## src/hdl/three_wire_serial_master_macros.svh

```systemverilog
// assertion macros shared by the rtl files
`ifndef THREE_WIRE_SERIAL_MASTER_MACROS_SVH
`define THREE_WIRE_SERIAL_MASTER_MACROS_SVH

// same-cycle implication, checked out of reset
`define TWS_ASSERT_NOW(label, ante, cons, msg) \
    label: assert property (@(posedge clk) disable iff (!rst_n) (ante) |-> (cons)) \
        else $error(msg);

// next-cycle implication, checked out of reset
`define TWS_ASSERT_NEXT(label, ante, cons, msg) \
    label: assert property (@(posedge clk) disable iff (!rst_n) (ante) |=> (cons)) \
        else $error(msg);

`endif

```

## src/hdl/tws_pkg.sv

```systemverilog
`default_nettype none

package tws_pkg;

    localparam int DELAY_WIDTH_DEF = 10;
    localparam int QUEUE_DEPTH_DEF = 4;
    localparam int SETUP_RESET     = 9;
    localparam int HALF_RESET      = 45;
    localparam int CFG_INDEX_WIDTH = 1;

    localparam logic [CFG_INDEX_WIDTH-1:0] CFG_SETUP = 1'b0;
    localparam logic [CFG_INDEX_WIDTH-1:0] CFG_HALF  = 1'b1;

    typedef enum logic [1:0] {
        CMD_NONE = 2'd0,
        CMD_OPEN = 2'd1,
        CMD_NEXT = 2'd2
    } cmd_kind_t;

    typedef struct packed {
        cmd_kind_t   kind;
        logic        op;
        logic [7:0]  tx_byte;
        logic        last;
        logic        hold;
        logic        io_in;
    } tick_t;

    typedef enum logic [4:0] {
        PH_IDLE = 5'b00001,
        PH_PRE  = 5'b00010,
        PH_POST = 5'b00100,
        PH_LOW  = 5'b01000,
        PH_HIGH = 5'b10000
    } phase_t;

endpackage

`default_nettype wire

```

## src/hdl/tws_front.sv

```systemverilog
`default_nettype none

module tws_front (
    input  wire logic          clk,
    input  wire logic          rst_n,
    input  wire logic          in_valid,
    output logic               in_stall,
    input  wire logic          start_req,
    input  wire logic          operation,
    input  wire logic [7:0]    tx_byte,
    input  wire logic          first_byte,
    input  wire logic          last_byte,
    input  wire logic          hold_select,
    input  wire logic          io_in,
    output logic               push,
    output tws_pkg::tick_t     push_item,
    input  wire logic          q_ready
);

    logic           front_valid_reg;
    logic           front_valid_next;
    tws_pkg::tick_t front_item_reg;
    tws_pkg::tick_t front_item_next;
    logic           accept;

    assign push     = front_valid_reg && q_ready;
    assign in_stall = front_valid_reg && !q_ready;
    assign accept   = in_valid && !in_stall;
    assign push_item = front_item_reg;

    // classify the tick by the command it carries
    always_comb
    begin
        front_item_next.op      = operation;
        front_item_next.tx_byte = tx_byte;
        front_item_next.last    = last_byte;
        front_item_next.hold    = hold_select;
        front_item_next.io_in   = io_in;
        priority if (!start_req)
        begin
            front_item_next.kind = tws_pkg::CMD_NONE;
        end
        else if (first_byte)
        begin
            front_item_next.kind = tws_pkg::CMD_OPEN;
        end
        else
        begin
            front_item_next.kind = tws_pkg::CMD_NEXT;
        end
    end

    always_comb
    begin
        priority if (accept)
        begin
            front_valid_next = 1'b1;
        end
        else if (push)
        begin
            front_valid_next = 1'b0;
        end
        else
        begin
            front_valid_next = front_valid_reg;
        end
    end

    always_ff @(posedge clk or negedge rst_n)
    begin
        if (!rst_n)
        begin
            front_valid_reg <= 1'b0;
        end
        else
        begin
            front_valid_reg <= front_valid_next;
        end
    end

    always_ff @(posedge clk)
    begin
        if (accept)
        begin
            front_item_reg <= front_item_next;
        end
    end

endmodule

`default_nettype wire

```

## src/hdl/tws_queue.sv

```systemverilog
`default_nettype none

`include "three_wire_serial_master_macros.svh"

module tws_queue #(
    parameter int DEPTH = tws_pkg::QUEUE_DEPTH_DEF
) (
    input  wire logic            clk,
    input  wire logic            rst_n,
    input  wire logic            push,
    input  wire tws_pkg::tick_t  push_item,
    output logic                 q_ready,
    input  wire logic            pop,
    output logic                 q_valid,
    output tws_pkg::tick_t       head_item
);

    localparam int AW = (DEPTH > 1) ? $clog2(DEPTH) : 1;
    localparam int CW = $clog2(DEPTH + 1);
    localparam logic [AW-1:0] LAST_PTR = AW'(DEPTH - 1);
    localparam logic [CW-1:0] FULL_COUNT = CW'(DEPTH);

    tws_pkg::tick_t entry_reg [DEPTH];
    logic [AW-1:0]  wr_ptr_reg;
    logic [AW-1:0]  wr_ptr_next;
    logic [AW-1:0]  rd_ptr_reg;
    logic [AW-1:0]  rd_ptr_next;
    logic [CW-1:0]  count_reg;
    logic [CW-1:0]  count_next;

    assign q_ready   = (count_reg != FULL_COUNT);
    assign q_valid   = (count_reg != '0);
    assign head_item = entry_reg[rd_ptr_reg];

    always_comb
    begin
        wr_ptr_next = wr_ptr_reg;
        rd_ptr_next = rd_ptr_reg;
        count_next  = count_reg;
        if (push)
        begin
            wr_ptr_next = (wr_ptr_reg == LAST_PTR) ? '0 : wr_ptr_reg + 1'b1;
        end
        if (pop)
        begin
            rd_ptr_next = (rd_ptr_reg == LAST_PTR) ? '0 : rd_ptr_reg + 1'b1;
        end
        unique case ({push, pop})
            2'b10:   count_next = count_reg + 1'b1;
            2'b01:   count_next = count_reg - 1'b1;
            default: count_next = count_reg;
        endcase
    end

    always_ff @(posedge clk or negedge rst_n)
    begin
        if (!rst_n)
        begin
            wr_ptr_reg <= '0;
            rd_ptr_reg <= '0;
            count_reg  <= '0;
        end
        else
        begin
            wr_ptr_reg <= wr_ptr_next;
            rd_ptr_reg <= rd_ptr_next;
            count_reg  <= count_next;
        end
    end

    always_ff @(posedge clk)
    begin
        if (push)
        begin
            entry_reg[wr_ptr_reg] <= push_item;
        end
    end

    `TWS_ASSERT_NOW(a_count_bound, 1'b1, count_reg <= FULL_COUNT, "queue count overflow")
    `TWS_ASSERT_NOW(a_pop_nonempty, pop, count_reg != '0, "pop from empty queue")

endmodule

`default_nettype wire

```

## src/hdl/tws_back.sv

```systemverilog
`default_nettype none

`include "three_wire_serial_master_macros.svh"

module tws_back #(
    parameter int DELAY_WIDTH = tws_pkg::DELAY_WIDTH_DEF
) (
    input  wire logic                   clk,
    input  wire logic                   rst_n,
    input  wire logic                   cfg_we,
    input  wire logic [tws_pkg::CFG_INDEX_WIDTH-1:0] cfg_index,
    input  wire logic [DELAY_WIDTH-1:0] cfg_data,
    input  wire logic                   q_valid,
    input  wire tws_pkg::tick_t         head_item,
    output logic                        pop,
    output logic                        out_valid,
    input  wire logic                   out_stall,
    output logic                        clk_pin,
    output logic                        select_pin,
    output logic                        io_drive,
    output logic                        io_out,
    output logic [7:0]                  rx_byte,
    output logic                        rx_valid,
    output logic                        byte_done,
    output logic                        busy_res
);

    localparam logic [DELAY_WIDTH-1:0] ONE_TICK = DELAY_WIDTH'(1);

    logic [DELAY_WIDTH-1:0] setup_reg;
    logic [DELAY_WIDTH-1:0] half_reg;

    tws_pkg::phase_t        phase_reg, phase_next;
    logic [DELAY_WIDTH-1:0] count_reg, count_next;
    logic [2:0]             bit_reg, bit_next;
    logic [7:0]             shift_reg, shift_next;
    logic                   write_reg, write_next;
    logic                   closing_reg, closing_next;
    logic                   keep_reg, keep_next;
    logic                   select_reg, select_next;
    logic                   clock_reg, clock_next;
    logic                   drive_reg, drive_next;
    logic                   data_reg, data_next;

    logic                   out_valid_reg, out_valid_next;
    logic [7:0]             rx_byte_reg, rx_byte_next;
    logic                   rx_valid_reg, rx_valid_next;
    logic                   done_reg, done_next;
    logic                   busy_reg, busy_next;

    assign pop = q_valid && (!out_valid_reg || !out_stall);

    always_comb
    begin
        phase_next    = phase_reg;
        count_next    = count_reg;
        bit_next      = bit_reg;
        shift_next    = shift_reg;
        write_next    = write_reg;
        closing_next  = closing_reg;
        keep_next     = keep_reg;
        select_next   = select_reg;
        clock_next    = clock_reg;
        drive_next    = drive_reg;
        data_next     = data_reg;
        busy_next     = 1'b0;
        done_next     = 1'b0;
        rx_valid_next = 1'b0;
        rx_byte_next  = 8'd0;
        unique case (phase_reg)
            tws_pkg::PH_PRE:
            begin
                busy_next = 1'b1;
                if (count_reg >= setup_reg)
                begin
                    select_next = 1'b1;
                    drive_next  = write_reg;
                    phase_next  = tws_pkg::PH_POST;
                    count_next  = '0;
                end
                else
                begin
                    count_next = count_reg + 1'b1;
                end
            end
            tws_pkg::PH_POST:
            begin
                busy_next = 1'b1;
                if (count_reg >= setup_reg)
                begin
                    clock_next = 1'b0;
                    if (write_reg)
                    begin
                        data_next = shift_reg[bit_reg];
                    end
                    phase_next = tws_pkg::PH_LOW;
                    count_next = ONE_TICK;
                end
                else
                begin
                    count_next = count_reg + 1'b1;
                end
            end
            tws_pkg::PH_LOW:
            begin
                busy_next = 1'b1;
                if (count_reg >= half_reg)
                begin
                    if (!write_reg)
                    begin
                        shift_next[bit_reg] = shift_reg[bit_reg] | head_item.io_in;
                    end
                    clock_next = 1'b1;
                    phase_next = tws_pkg::PH_HIGH;
                    count_next = ONE_TICK;
                end
                else
                begin
                    count_next = count_reg + 1'b1;
                end
            end
            tws_pkg::PH_HIGH:
            begin
                busy_next = 1'b1;
                if (count_reg >= half_reg)
                begin
                    if (bit_reg == 3'd7)
                    begin
                        done_next = 1'b1;
                        if (!write_reg)
                        begin
                            rx_valid_next = 1'b1;
                            rx_byte_next  = shift_reg;
                        end
                        if (closing_reg && !keep_reg)
                        begin
                            select_next = 1'b0;
                        end
                        phase_next = tws_pkg::PH_IDLE;
                        count_next = '0;
                        bit_next   = 3'd0;
                    end
                    else
                    begin
                        bit_next   = bit_reg + 1'b1;
                        clock_next = 1'b0;
                        if (write_reg)
                        begin
                            data_next = shift_reg[bit_next];
                        end
                        phase_next = tws_pkg::PH_LOW;
                        count_next = ONE_TICK;
                    end
                end
                else
                begin
                    count_next = count_reg + 1'b1;
                end
            end
            default:
            begin
                phase_next = tws_pkg::PH_IDLE;
                if (head_item.kind != tws_pkg::CMD_NONE)
                begin
                    write_next   = head_item.op;
                    shift_next   = head_item.op ? head_item.tx_byte : 8'd0;
                    closing_next = head_item.last;
                    keep_next    = head_item.hold;
                    bit_next     = 3'd0;
                    if (head_item.kind == tws_pkg::CMD_OPEN)
                    begin
                        phase_next = tws_pkg::PH_PRE;
                        count_next = '0;
                        if (setup_reg == '0)
                        begin
                            select_next = 1'b1;
                            drive_next  = head_item.op;
                            phase_next  = tws_pkg::PH_POST;
                        end
                    end
                    else
                    begin
                        clock_next = 1'b0;
                        if (head_item.op)
                        begin
                            data_next = head_item.tx_byte[0];
                        end
                        phase_next = tws_pkg::PH_LOW;
                        count_next = ONE_TICK;
                    end
                end
            end
        endcase
    end

    always_comb
    begin
        priority if (pop)
        begin
            out_valid_next = 1'b1;
        end
        else if (out_stall)
        begin
            out_valid_next = out_valid_reg;
        end
        else
        begin
            out_valid_next = 1'b0;
        end
    end

    always_ff @(posedge clk or negedge rst_n)
    begin
        if (!rst_n)
        begin
            setup_reg <= DELAY_WIDTH'(tws_pkg::SETUP_RESET);
            half_reg  <= DELAY_WIDTH'(tws_pkg::HALF_RESET);
        end
        else if (cfg_we)
        begin
            unique case (cfg_index)
                tws_pkg::CFG_SETUP: setup_reg <= cfg_data;
                tws_pkg::CFG_HALF:  half_reg  <= cfg_data;
                default:            setup_reg <= setup_reg;
            endcase
        end
    end

    always_ff @(posedge clk or negedge rst_n)
    begin
        if (!rst_n)
        begin
            phase_reg     <= tws_pkg::PH_IDLE;
            count_reg     <= '0;
            bit_reg       <= 3'd0;
            shift_reg     <= 8'd0;
            write_reg     <= 1'b0;
            closing_reg   <= 1'b0;
            keep_reg      <= 1'b0;
            select_reg    <= 1'b0;
            clock_reg     <= 1'b1;
            drive_reg     <= 1'b0;
            data_reg      <= 1'b0;
            out_valid_reg <= 1'b0;
        end
        else
        begin
            out_valid_reg <= out_valid_next;
            if (pop)
            begin
                phase_reg   <= phase_next;
                count_reg   <= count_next;
                bit_reg     <= bit_next;
                shift_reg   <= shift_next;
                write_reg   <= write_next;
                closing_reg <= closing_next;
                keep_reg    <= keep_next;
                select_reg  <= select_next;
                clock_reg   <= clock_next;
                drive_reg   <= drive_next;
                data_reg    <= data_next;
            end
        end
    end

    always_ff @(posedge clk)
    begin
        if (pop)
        begin
            rx_byte_reg  <= rx_byte_next;
            rx_valid_reg <= rx_valid_next;
            done_reg     <= done_next;
            busy_reg     <= busy_next;
        end
    end

    assign out_valid  = out_valid_reg;
    assign clk_pin    = clock_reg;
    assign select_pin = select_reg;
    assign io_drive   = drive_reg;
    assign io_out     = data_reg;
    assign rx_byte    = rx_byte_reg;
    assign rx_valid   = rx_valid_reg;
    assign byte_done  = done_reg;
    assign busy_res   = busy_reg;

    `TWS_ASSERT_NOW(a_clock_phase, 1'b1, clock_reg == (phase_reg != tws_pkg::PH_LOW), "clock level out of step with phase")
    `TWS_ASSERT_NOW(a_rx_done, out_valid_reg && rx_valid_reg, done_reg && busy_reg, "read byte without completion")
    `TWS_ASSERT_NEXT(a_hold_state, !pop, $stable(phase_reg) && $stable(count_reg), "sequencer moved without an item")

endmodule

`default_nettype wire

```

## src/hdl/three_wire_serial_master.sv

```systemverilog
// channel  | handshake          | payload
// ---------+--------------------+-----------------------------------------------
// in       | in_valid/in_stall  | start_req operation tx_byte first_byte
//          |                    | last_byte hold_select io_in
// out      | out_valid/out_stall| clk_pin select_pin io_drive io_out rx_byte
//          |                    | rx_valid byte_done busy_res
// cfg      | cfg_we             | cfg_index cfg_data
//
// one item in and one item out per cycle when neither side stalls, every tick one step of the sequencer
// the path from input to result runs through the input register, the queue and the result register
// the queue holds QUEUE_DEPTH ticks so either side can stall on its own
// reset puts select low, clock high, data pin as input and setup/half period at 9/45
`default_nettype none

module three_wire_serial_master #(
    parameter int DELAY_WIDTH = tws_pkg::DELAY_WIDTH_DEF,
    parameter int QUEUE_DEPTH = tws_pkg::QUEUE_DEPTH_DEF
) (
    input  wire logic                   clk,
    input  wire logic                   rst_n,
    input  wire logic                   cfg_we,
    input  wire logic [tws_pkg::CFG_INDEX_WIDTH-1:0] cfg_index,
    input  wire logic [DELAY_WIDTH-1:0] cfg_data,
    input  wire logic                   in_valid,
    output logic                        in_stall,
    input  wire logic                   start_req,
    input  wire logic                   operation,
    input  wire logic [7:0]             tx_byte,
    input  wire logic                   first_byte,
    input  wire logic                   last_byte,
    input  wire logic                   hold_select,
    input  wire logic                   io_in,
    output logic                        out_valid,
    input  wire logic                   out_stall,
    output logic                        clk_pin,
    output logic                        select_pin,
    output logic                        io_drive,
    output logic                        io_out,
    output logic [7:0]                  rx_byte,
    output logic                        rx_valid,
    output logic                        byte_done,
    output logic                        busy_res
);

    logic           push;
    tws_pkg::tick_t push_item;
    logic           q_ready;
    logic           pop;
    logic           q_valid;
    tws_pkg::tick_t head_item;

    tws_front u_front (
        .clk         (clk),
        .rst_n       (rst_n),
        .in_valid    (in_valid),
        .in_stall    (in_stall),
        .start_req   (start_req),
        .operation   (operation),
        .tx_byte     (tx_byte),
        .first_byte  (first_byte),
        .last_byte   (last_byte),
        .hold_select (hold_select),
        .io_in       (io_in),
        .push        (push),
        .push_item   (push_item),
        .q_ready     (q_ready)
    );

    tws_queue #(
        .DEPTH (QUEUE_DEPTH)
    ) u_queue (
        .clk       (clk),
        .rst_n     (rst_n),
        .push      (push),
        .push_item (push_item),
        .q_ready   (q_ready),
        .pop       (pop),
        .q_valid   (q_valid),
        .head_item (head_item)
    );

    tws_back #(
        .DELAY_WIDTH (DELAY_WIDTH)
    ) u_back (
        .clk        (clk),
        .rst_n      (rst_n),
        .cfg_we     (cfg_we),
        .cfg_index  (cfg_index),
        .cfg_data   (cfg_data),
        .q_valid    (q_valid),
        .head_item  (head_item),
        .pop        (pop),
        .out_valid  (out_valid),
        .out_stall  (out_stall),
        .clk_pin    (clk_pin),
        .select_pin (select_pin),
        .io_drive   (io_drive),
        .io_out     (io_out),
        .rx_byte    (rx_byte),
        .rx_valid   (rx_valid),
        .byte_done  (byte_done),
        .busy_res   (busy_res)
    );

endmodule

`default_nettype wire

```

## config.mk

```make
export PLATFORM = sky130hd
export DESIGN_NAME = three_wire_serial_master
export DESIGN_NICKNAME = d
export VERILOG_FILES = /design/src/hdl/tws_pkg.sv /design/src/hdl/tws_front.sv /design/src/hdl/tws_queue.sv /design/src/hdl/tws_back.sv /design/src/hdl/three_wire_serial_master.sv
export VERILOG_INCLUDE_DIRS = /design/src /design/src/hdl
export SDC_FILE = /design/constraint.sdc
export NUM_CORES = 1
export LEC_CHECK = 0
export BUFFER_PORTS_ARGS = -buffer_cell sky130_fd_sc_hd__buf_2
export CORE_MARGIN = 1
export CORE_UTILIZATION = 30
export CTS_BUF_LIST = sky130_fd_sc_hd__clkbuf_8
export DETAILED_ROUTE_END_ITERATION = 10
export MAX_ROUTING_LAYER = met4
export SYNTH_ARGS = -nofsm -noshare
export SYNTH_HDL_FRONTEND = slang
export SYNTH_HIERARCHICAL = 1
export SYNTH_SLANG_ARGS = --single-unit
```

## constraint.sdc

```tcl
create_clock -name clk -period 2.5 [get_ports clk]
set_input_delay 0.625 -clock clk [delete_from_list [all_inputs] [get_ports clk]]
set_output_delay 0.625 -clock clk [all_outputs]
set_load 0.01 [all_outputs]
```

Yosys cells after proc, flatten, opt, wreduce, memory -nomap -nowiden:

Memory sizes are Yosys's and may differ from the RTL's.
Index checks and enable logic that the tools add are counted.

* register bits: 87
* memory bits (writable): 56
* output and inout port bits: 17
* word-level logic and storage cells: 200
* memories: 1

* add/subtract/negate cells: 6
* magnitude comparators: 5
* equality and inequality tests: 24
* muxes and demuxes: 75
* bitwise operators: 12
* reductions and logical operators: 49

Memory list
* u_queue.entry_reg: depth 4, width 14, rd ports 1, clocked after memory_dff 0, wr ports 1, line tws_queue.sv:23 `tws_pkg::tick_t entry_reg [DEPTH];`

Operator list (count)
* $mux W10: 5
* $pmux W10 S4: 1
* $mux W1: 39
* $mux W8: 4
* $mux W5: 5
* $ge A10 B10 Y1: 2
* $pmux W5 S4: 1
* $ne A2 B1 Y1 const B: 9
* $reduce_bool A3 Y1: 6
* $pmux W8 S2: 1
* $reduce_bool A2 Y1: 8
* $mux W3: 4
* $pmux W3 S2: 2
* $not A1 Y1: 11
* $add A10 B1 Y10 const B: 1
* $logic_not A10 Y1: 1
* $reduce_and A10 Y1: 1
* $reduce_and A5 Y1: 2
* $reduce_and A9 Y1: 1
* $reduce_or A3 Y1: 3
* $bwmux W8: 1
* $lt A3 B4 Y1 const B: 2
* $mux W4: 2
* $reduce_and A2 Y1: 4
* 32 further kinds: 55

Longest topological paths before layout:

Gate-level depths: netlist of run 1.

* depth in word-level cells: 8
* depth in mapped cells: 10
* depth with buffers taken out: 10

Cells and area by module:

Netlist of run 1, hierarchy kept.

Modules (own cells, without submodules)
* tws_back: times used 1, cells each 406, area an instance 3996.3 sq um
* tws_queue: times used 1, cells each 111, area an instance 2471.1 sq um
* tws_front: times used 1, cells each 22, area an instance 496.7 sq um

Worst setup path after synthesis of run 1:

No wires, ideal clock.

* path kind: register to register
* start point: register u_back.setup_reg[3]
* end point: register u_back.phase_reg[1]
* setup time: 125 ps
* arrival: 2338 ps
* data required time: 2375 ps
* setup slack: 38 ps
* cell stages (with the launch flop): 8
* cells stage by stage: dfstp_2 inv_1 ha_1 a41oi_1 nor4_1 a211oi_2 nor3_1 mux2_2

* cells in the longest elaborated chain, start to end: 5

Ends and longest elaborated chain
* start, declared: line tws_back.sv:30 `logic [DELAY_WIDTH-1:0] setup_reg;`
* start signal, assigned: line tws_back.sv:216 `setup_reg <= DELAY_WIDTH'(tws_pkg::SETUP_RESET);`
* start signal, assigned: line tws_back.sv:222 `tws_pkg::CFG_SETUP: setup_reg <= cfg_data;`
* start signal, assigned: line tws_back.sv:224 `default: setup_reg <= setup_reg;`
* branches (longest 5 deep; another with $ge A10 B10 Y1)
* end signal, assigned: line tws_back.sv:233 `phase_reg <= tws_pkg::PH_IDLE;`
* end signal, assigned: line tws_back.sv:251 `phase_reg <= phase_next;`
* end, declared: line tws_back.sv:33 `tws_pkg::phase_t phase_reg, phase_next;`

Parallel ways; which one is timed is not known.
A chain may end at the register's enable or synchronous reset.

Worst setup path after layout of run 1:

* start point: register u_back.count_reg[5]
* end point: register u_back.data_reg (netlist: u_back/io_out)

* cells in the longest elaborated chain, start to end: 3

Ends and longest elaborated chain
* start, declared: line tws_back.sv:34 `logic [DELAY_WIDTH-1:0] count_reg, count_next;`
* start signal, assigned: line tws_back.sv:252 `count_reg <= count_next;`
* $ge A10 B10 Y1, on equally long branches: line tws_back.sv:125, tws_back.sv:89
* $ne A2 B1 Y1 (no line)
* $reduce_and A10 Y1 (no line) *
* end signal, assigned: line tws_back.sv:261 `data_reg <= data_next;`
* end, declared: line tws_back.sv:43 `logic data_reg, data_next;`

Every way passes the cells marked *; elsewhere a longest branch is shown, timed or not.

==> key figures, run 1 <==
Drt
  • Final wirelength: 14.0 mm
  • Metal2 WL: 6.64 mm
  • 1st-pass router iterations: 4
  • Wire length on met1: 6.75 mm
  • Vias per inst: 4.80
  • DR WL/cell: 15.1 um
  • Max Used Layer: met4
  • Vias: 4462
  • Final ANT Viol Nets: 0
  • Initial DRC count: 215
  • DR WL met3: 474 um
  • Number of remaining DRC errors: 0

Cells and area
  • Commonest cells after routing, fill and taps aside: edfxtp_1 (81), dfrtp_1 (54), buf_2 (46), inv_1 (45), buf_4 (42)
  • Diode count: 0
  • Register area: 3990 sq um
  • P&R area growth vs syn: 20.7%
  • Multi-input gate area: 2820 sq um
  • Fillers: 2181
  • Final #Nets: 691
  • Max FFs per register: 56
  • Fraction of layout cells with a size suffix above 1: 0.297
  • Most common cell after layout, fill and taps aside: edfxtp_1

STA
  • Max_slew headroom: 0.573
  • Fin crit share: 0.976
  • Setup TNS Final: 0 ns
  • Final setup violation count: 0
  • Final Skew: 0.0189 ns
  • RSZ-0062 raised after global routing: yes
  • Peak Freq: 410 MHz
  • Final Hold Fails: 0
  • Final count of pins violating max slew: 0
  • Slew @ Worst Pin: 0.640 ns
  • Min cycle time layout: 2.44 ns

Logic synthesis
  • Mean Syn Cell Area: 12.9 sq um
  • Number of synthesized flops with an enable pin: 81
  • Syn_nets: 599
  • Yosys reg bits: 143
  • Most used flip-flop cell after synthesis: edfxtp_1
  • Syn Inst Count: 539
  • Cell variety after synth: 66
  • Sequential element share of the synthesized area: 0.573
  • Share of flip-flops with an asynchronous set or reset: 0.434
  • Mapped Area: 6960 sq um
  • Synth warnings: 6

Floorplanning
  • Die width: 154 um
  • Die Area: 23800 sq um
  • Core area: 22700 sq um
  • Die Y: 154 um
  • # IOs: 47
  • Starting Density: 0.307
  • Row cnt: 55

Critical path
  • Reg-to-reg startpoint: u_back/count_reg[5]$_DFFE_PN0P_
  • Worst Setup SP: u_back/count_reg[5]$_DFFE_PN0P_
  • Slowest-stage cell, CP: or4_1
  • R2r setup slk: 0.06 ns
  • Worst Path Buf+Inv: 2
  • Worst reg-to-reg path cell count: 8
  • CP endpoint kind: flip-flop
  • Crit-path leading delay family: simple AND/OR/NAND/NOR gates
  • Stages on worst setup path: 8
  • End of the critical path: u_back/io_out$_DFFE_PN0P_
  • Crit-path max FO: 5
  • Crit Path Class: flip-flop to flip-flop
  • Max stage delay on crit path: 0.49 ns
  • CP arrival: 2.79 ns
  • Worst setup SP type: flip-flop
  • Most common cell on crit path: buf_4
  • Crit-path cells: buf_4, ha_1, a41oi_1, nor4_1, buf_4, nor3_1, or4_1, mux2_1
  • Reg2reg end: u_back/io_out$_DFFE_PN0P_
  • Worst endpoint required time: 2.85 ns

Pwr
  • Total power: 9320 uW
  • PwrDens: 1110 nW/um^2
  • LEAKAGE: 0.00347 uW
  • Maximum VDD drop: 0.464 mV

Clocking
  • CTS Buf Count: 17
  • Post-CTS Hold Buffers: 0
  • H-tree Lvls: 4
  • Max Root-Sink Buffers: 2
  • Clock Root Buffer: clkbuf_8
  • Post-CTS Setup Inserts: 0
  • Clk Latency, worst-skew pair: 0.46 ns
  • Reg clk slew, reported paths: 0.09 ns
  • Clk sink count: 143
  • CTS tree: built

Global routing
  • GRT Residual Overflow: 0
  • Global-route wire length before repair: 23.5 mm
  • All-Layer GR Usage: 0.130
  • Pin count of the biggest net entering global routing: 27
  • Initial antenna violation count: 0
  • Vias in the first global route: 4510

Placed design
  • GP Congestion: 0.815
  • PortBufs: 46
  • Hpwl dp: 10.1 mm

Worst hold path
  • Tightest Hold Check Type: input port to asynchronous set/reset pin

Status
  • Status: completed

Run
  • Max cap viols: 0
Yosys cell counts (4+ instances only):
master,count,area (sq um)
nor4_1,5,31.3
nand3_1,7,35.0
mux4_1,6,158
mux4_2,11,248
o221ai_1,4,35.0
a31oi_1,5,31.3
o21ai_0,26,130
nor3_2,4,40.0
xor2_1,5,43.8
o211ai_1,6,45.0
dfrtp_1,54,1350
ha_1,29,363
a21oi_1,17,85.1
nand2b_1,6,37.5
o21bai_1,7,52.6
clkbuf_1,7,26.3
and3_1,9,56.3
and2_1,19,119
mux2i_1,11,110
o21a_1,4,30.0
buf_2,8,40.0
nor2_1,26,97.6
nand4_1,5,31.3
nand2_1,37,139
a22oi_1,6,45.0
or3_1,5,31.3
nor3_1,10,50.1
inv_1,45,169
edfxtp_1,81,2430
dfstp_2,8,210
mux2_2,19,214
cell type report:
| class | instances | area share |
|---|---|---|
| Clock buffer | 17 | 0.0278 |
| Clock inverter | 15 | 0.0283 |
| Inverter | 45 | 0.0201 |
| Multi-Input combinational cell | 333 | 0.335 |
| Sequential cell | 143 | 0.475 |
| Tap cell | 285 | 0.0424 |
| Timing Repair Buffer | 91 | 0.0710 |
worst reg2reg max path: stages, from the launching register on:
cell and delay (ns):
dfrtp_1 0.42, buf_4 0.17, ha_1 0.29, a41oi_1 0.11, nor4_1 0.26, buf_4 0.20, nor3_1 0.07, or4_1 0.49
mux2_1 0.32
report_power, final:
group	internal [uW]	total [uW]	switching [uW]
Sequential	3190	3570	377
Combinational	1660	3590	1930
Clock	1140	2170	1020
worst min path at each step:
stage	from	end	slack [ns]	cells after the start
4_1_cts	rst_n	u_back/half_reg[8]$_DFFE_PN0P_	0.16	1
5_1_grt	rst_n	u_back/half_reg[6]$_DFFE_PN0P_	0.19	1
2_1_floorplan	rst_n	u_back/bit_reg[0]$_DFFE_PN0P_	0.33	0
6_report	rst_n	u_back/half_reg[6]$_DFFE_PN0P_	0.17	1
3_5_place_dp	u_back/closing_reg$_DFFE_PN0P_	u_back/closing_reg$_DFFE_PN0P_	0.47	2
3_3_place_gp	u_back/closing_reg$_DFFE_PN0P_	u_back/closing_reg$_DFFE_PN0P_	0.47	2
cell families (layout without fill, tap and decap cells):
logic type,after synthesis,count (layout),synth area share
buffers and inverters,63,168,0.0388
flip-flops,143,143,0.573
XOR/XNOR,6,6,0.00755
AO/OA/AOI/OAI,93,93,0.0927
AND/OR/NAND/NOR,156,156,0.126
multiplexers,48,48,0.106
adder cells (fa/ha/maj),30,30,0.0550
repair_timing:
item,4_1_cts,5_1_grt
resized for setup,4,19
endpoints found under the setup margin,6,25
pin swaps,2,5
per-layer routing:
metal,vias to the layer above,global-route usage
met1,2155,0.167
li1,2194,-
met2,96,0.204
met3,17,0.0294
met5,-,-
met4,0,0.0429
metrics by stage:
stage | cell area, sq um | std cells | util | worst slack, ns | hold slack [ns]
2_1_floorplan | 6960 | 539 | - | 0.0375 | 0.329
3_3_place_gp | 7810 | 897 | 0.344 | -0.0216 | 0.470
3_5_place_dp | 7810 | 897 | 0.344 | 0.000292 | 0.471
4_1_cts | 8310 | 929 | 0.366 | 0.00328 | 0.157
5_1_grt | 8410 | 929 | 0.370 | -0.0356 | 0.190
6_report | 8410 | 929 | 0.370 | 0.0599 | 0.173
Power figures use the tool's default switching activity.
==> inputs of run 2 (changes only) <==
Settings changed: CTS_BUF_LIST sky130_fd_sc_hd__clkbuf_8 to not set, GPL_ROUTABILITY_DRIVEN set to 0, MAX_ROUTING_LAYER met4 to not set.
==> run 2 against run 1 <==
Net effect:
- critical path type unchanged
- critical path depth did not move
- worst hold slack better by 0.042 ns
- combinational power is essentially flat
- global-route usage shrank 0.32 points
- core utilization rose by 0.88 points
- count of clock-buffer cells in the layout is the same
- first-iteration DRC count rose by 7.9%
- largest cell class unchanged
- clock skew fell by 0.0066 ns
- power up 7.4%
- design area increased by 2.4%
- clock power grew 30%
==> key figures, run 2 (synthesis results as in run 1) <==
Cells and area
  • Final Cell Area: 8600 sq um (+2.4%)
  • Max FFs per register: 56 (unchanged)
  • Cell Count, Final, Fillers Out: 930 (+0.11%)
  • Diode count: 0 (unchanged)
  • Fillers: 2166 (-0.69%)
  • Final #Nets: 692 (+0.14%)
  • Final core utilization: 0.379 (+0.00876)
  • Most common cell after layout, fill and taps aside: edfxtp_1
  • P&R area growth vs syn: 23.6%
  • Fraction of layout cells with a size suffix above 1: 0.301 (+0.00419)
  • Commonest cells after routing, fill and taps aside: edfxtp_1 (81), dfrtp_1 (54), buf_2 (46), inv_1 (44), buf_4 (43)

Run
  • Max cap viols: 0 (unchanged)

STA
  • Final setup violation count: 0 (unchanged)
  • Final Skew: 0.0123 ns (-0.00662 ns)
  • Setup TNS Final: 0 ns (unchanged)
  • Peak Freq: 410 MHz (about the same)
  • Min cycle time layout: 2.44 ns (-0.000432 ns)
  • RSZ-0062 raised after global routing: yes
  • Final count of pins violating max slew: 0 (unchanged)
  • Max_slew headroom: 0.576 (+0.00235)
  • Fin crit share: 0.976 (about the same)
  • Hold Slack: 0.215 ns (+0.0420 ns)
  • Final Hold Fails: 0 (unchanged)
  • Slew @ Worst Pin: 0.637 ns (-0.00353 ns)

Clocking
  • Clock Root Buffer: clkbuf_16
  • Reg clk slew, reported paths: 0.07 ns (-0.02 ns)
  • CTS Buf Count: 17 (unchanged)
  • Clk Latency, worst-skew pair: 0.43 ns (-0.03 ns)
  • H-tree Lvls: 4 (unchanged)
  • CTS tree: built
  • Max Root-Sink Buffers: 2 (unchanged)
  • Post-CTS Hold Buffers: 0 (unchanged)
  • Clk sink count: 143 (unchanged)

Drt
  • Vias per inst: 4.85 (+0.94%)
  • Vias: 4509 (+1.1%)
  • Number of remaining DRC errors: 0 (unchanged)
  • DR WL/cell: 15.2 um (+0.84%)
  • 1st-pass router iterations: 4 (unchanged)
  • Final ANT Viol Nets: 0 (unchanged)
  • Initial DRC count: 232 (+7.9%)
  • Final wirelength: 14.2 mm (+0.95%)

Placed design
  • Placed inst area: 7810 sq um (unchanged)
  • PortBufs: 46 (unchanged)
  • Hpwl dp: 10.1 mm (unchanged)
  • Inst Count DP: 897 (unchanged)

Critical path
  • Reg-to-reg startpoint: u_back/setup_reg[3]$_DFFE_PN1P_
  • Reg2reg end: u_back/io_out$_DFFE_PN0P_
  • Worst reg-to-reg path cell count: 8 (unchanged)
  • Crit Path Class: flip-flop to flip-flop
  • CP arrival: 2.75 ns (-0.04 ns)
  • CP endpoint kind: flip-flop
  • Worst setup SP type: flip-flop
  • Crit-path max FO: 4 (-1)
  • Worst endpoint required time: 2.81 ns (-0.04 ns)
  • R2r setup slk: 0.06 ns (about the same)

Status
  • Status: completed

Global routing
  • Global-route wire length before repair: 23.6 mm (+0.23%)
  • Vias in the first global route: 4531 (+0.47%)
  • GRT Residual Overflow: 0 (unchanged)
  • Pin count of the biggest net entering global routing: 27 (unchanged)
  • All-Layer GR Usage: 0.127 (-0.00325)
  • Initial antenna violation count: 0 (unchanged)

Pwr
  • Maximum VDD drop: 0.696 mV (+50%)
  • PwrDens: 1160 nW/um^2 (+4.9%)
  • LEAKAGE: 0.00356 uW (+2.6%)

Floorplanning
  • Core area: 22700 sq um (unchanged)
  • Die Area: 23800 sq um (unchanged)
  • Die Y: 154 um (unchanged)
  • Starting Density: 0.307 (unchanged)
  • # IOs: 47 (unchanged)
  • Die width: 154 um (unchanged)
  • Row cnt: 55 (unchanged)

Worst hold path
  • Tightest Hold Check Type: input port to asynchronous set/reset pin
[run 2: layout make-up]
cell class	instances	area [sq um]	area share
Clock buffer	17	425	0.0494
Clock inverter	15	238	0.0276
Inverter	45	169	0.0196
Multi-Input combinational cell	333	2820	0.327
Sequential cell	143	3990	0.464
Tap cell	285	357	0.0414
Timing Repair Buffer	92	604	0.0702
[run 2: where the power goes]
part	switching [uW]	internal, uW	leakage, uW
clock network	1110	1730	0.000323
registers	381	3190	0.00153
logic	1940	1670	0.00171
total	3420	6590	0.00356
[run 2: how the worst max path moves through the flow]
| stage | start | endpoint | slack (ns) | cells after the start |
|---|---|---|---|---|
| after floorplan | u_back/setup_reg[3]$_DFFE_PN1P_ | u_back/phase_reg[1]$_DFFE_PN0P_ | 0.04 | 7 |
| after global placement | u_back/half_reg[5]$_DFFE_PN1P_ | u_back/io_drive$_DFFE_PN0P_ | -0.02 | 8 |
| after detailed placement | u_back/count_reg[7]$_DFFE_PN0P_ | u_back/io_out$_DFFE_PN0P_ | 0.0003 | 6 |
| after CTS | u_back/count_reg[7]$_DFFE_PN0P_ | u_back/io_out$_DFFE_PN0P_ | 0.003 | 6 |
| after global routing | u_back/setup_reg[3]$_DFFE_PN1P_ | u_back/io_out$_DFFE_PN0P_ | -0.009 | 8 |
| final | u_back/setup_reg[3]$_DFFE_PN1P_ | u_back/io_out$_DFFE_PN0P_ | 0.06 | 8 |
[run 2: worst max-delay path, stage by stage, from the launching register on]
cell and delay [ns]:
dfstp_2 0.54, inv_2 0.05, ha_4 0.26, a41oi_1 0.10, nor4_1 0.29, buf_4 0.20
nor3_1 0.07, or4_1 0.50, mux2_1 0.32
[run 2: metrics by stage]
stage	setup slack (ns)	power (uW)
3_3_place_gp	-0.0216	7030
2_1_floorplan	0.0375	5970
5_1_grt	-0.00942	10700
3_5_place_dp	0.000292	7080
4_1_cts	0.00314	9960
6_report	0.0603	10000
[run 2: layer usage]
layer / part of all wire / global-route usage / routed length [um]
met1: 0.48 / 0.168 / 6790
met3: 0.033 / 0.0311 / 467
met5: 0 / 0 / 0
met4: 0.013 / 0.0415 / 180
met2: 0.47 / 0.204 / 6720
[run 2: repair_timing]
action	CTS	global route
buffers inserted	0	1
pin swaps	0	7
resized for setup	3	21
setup endpoints to repair	5	27
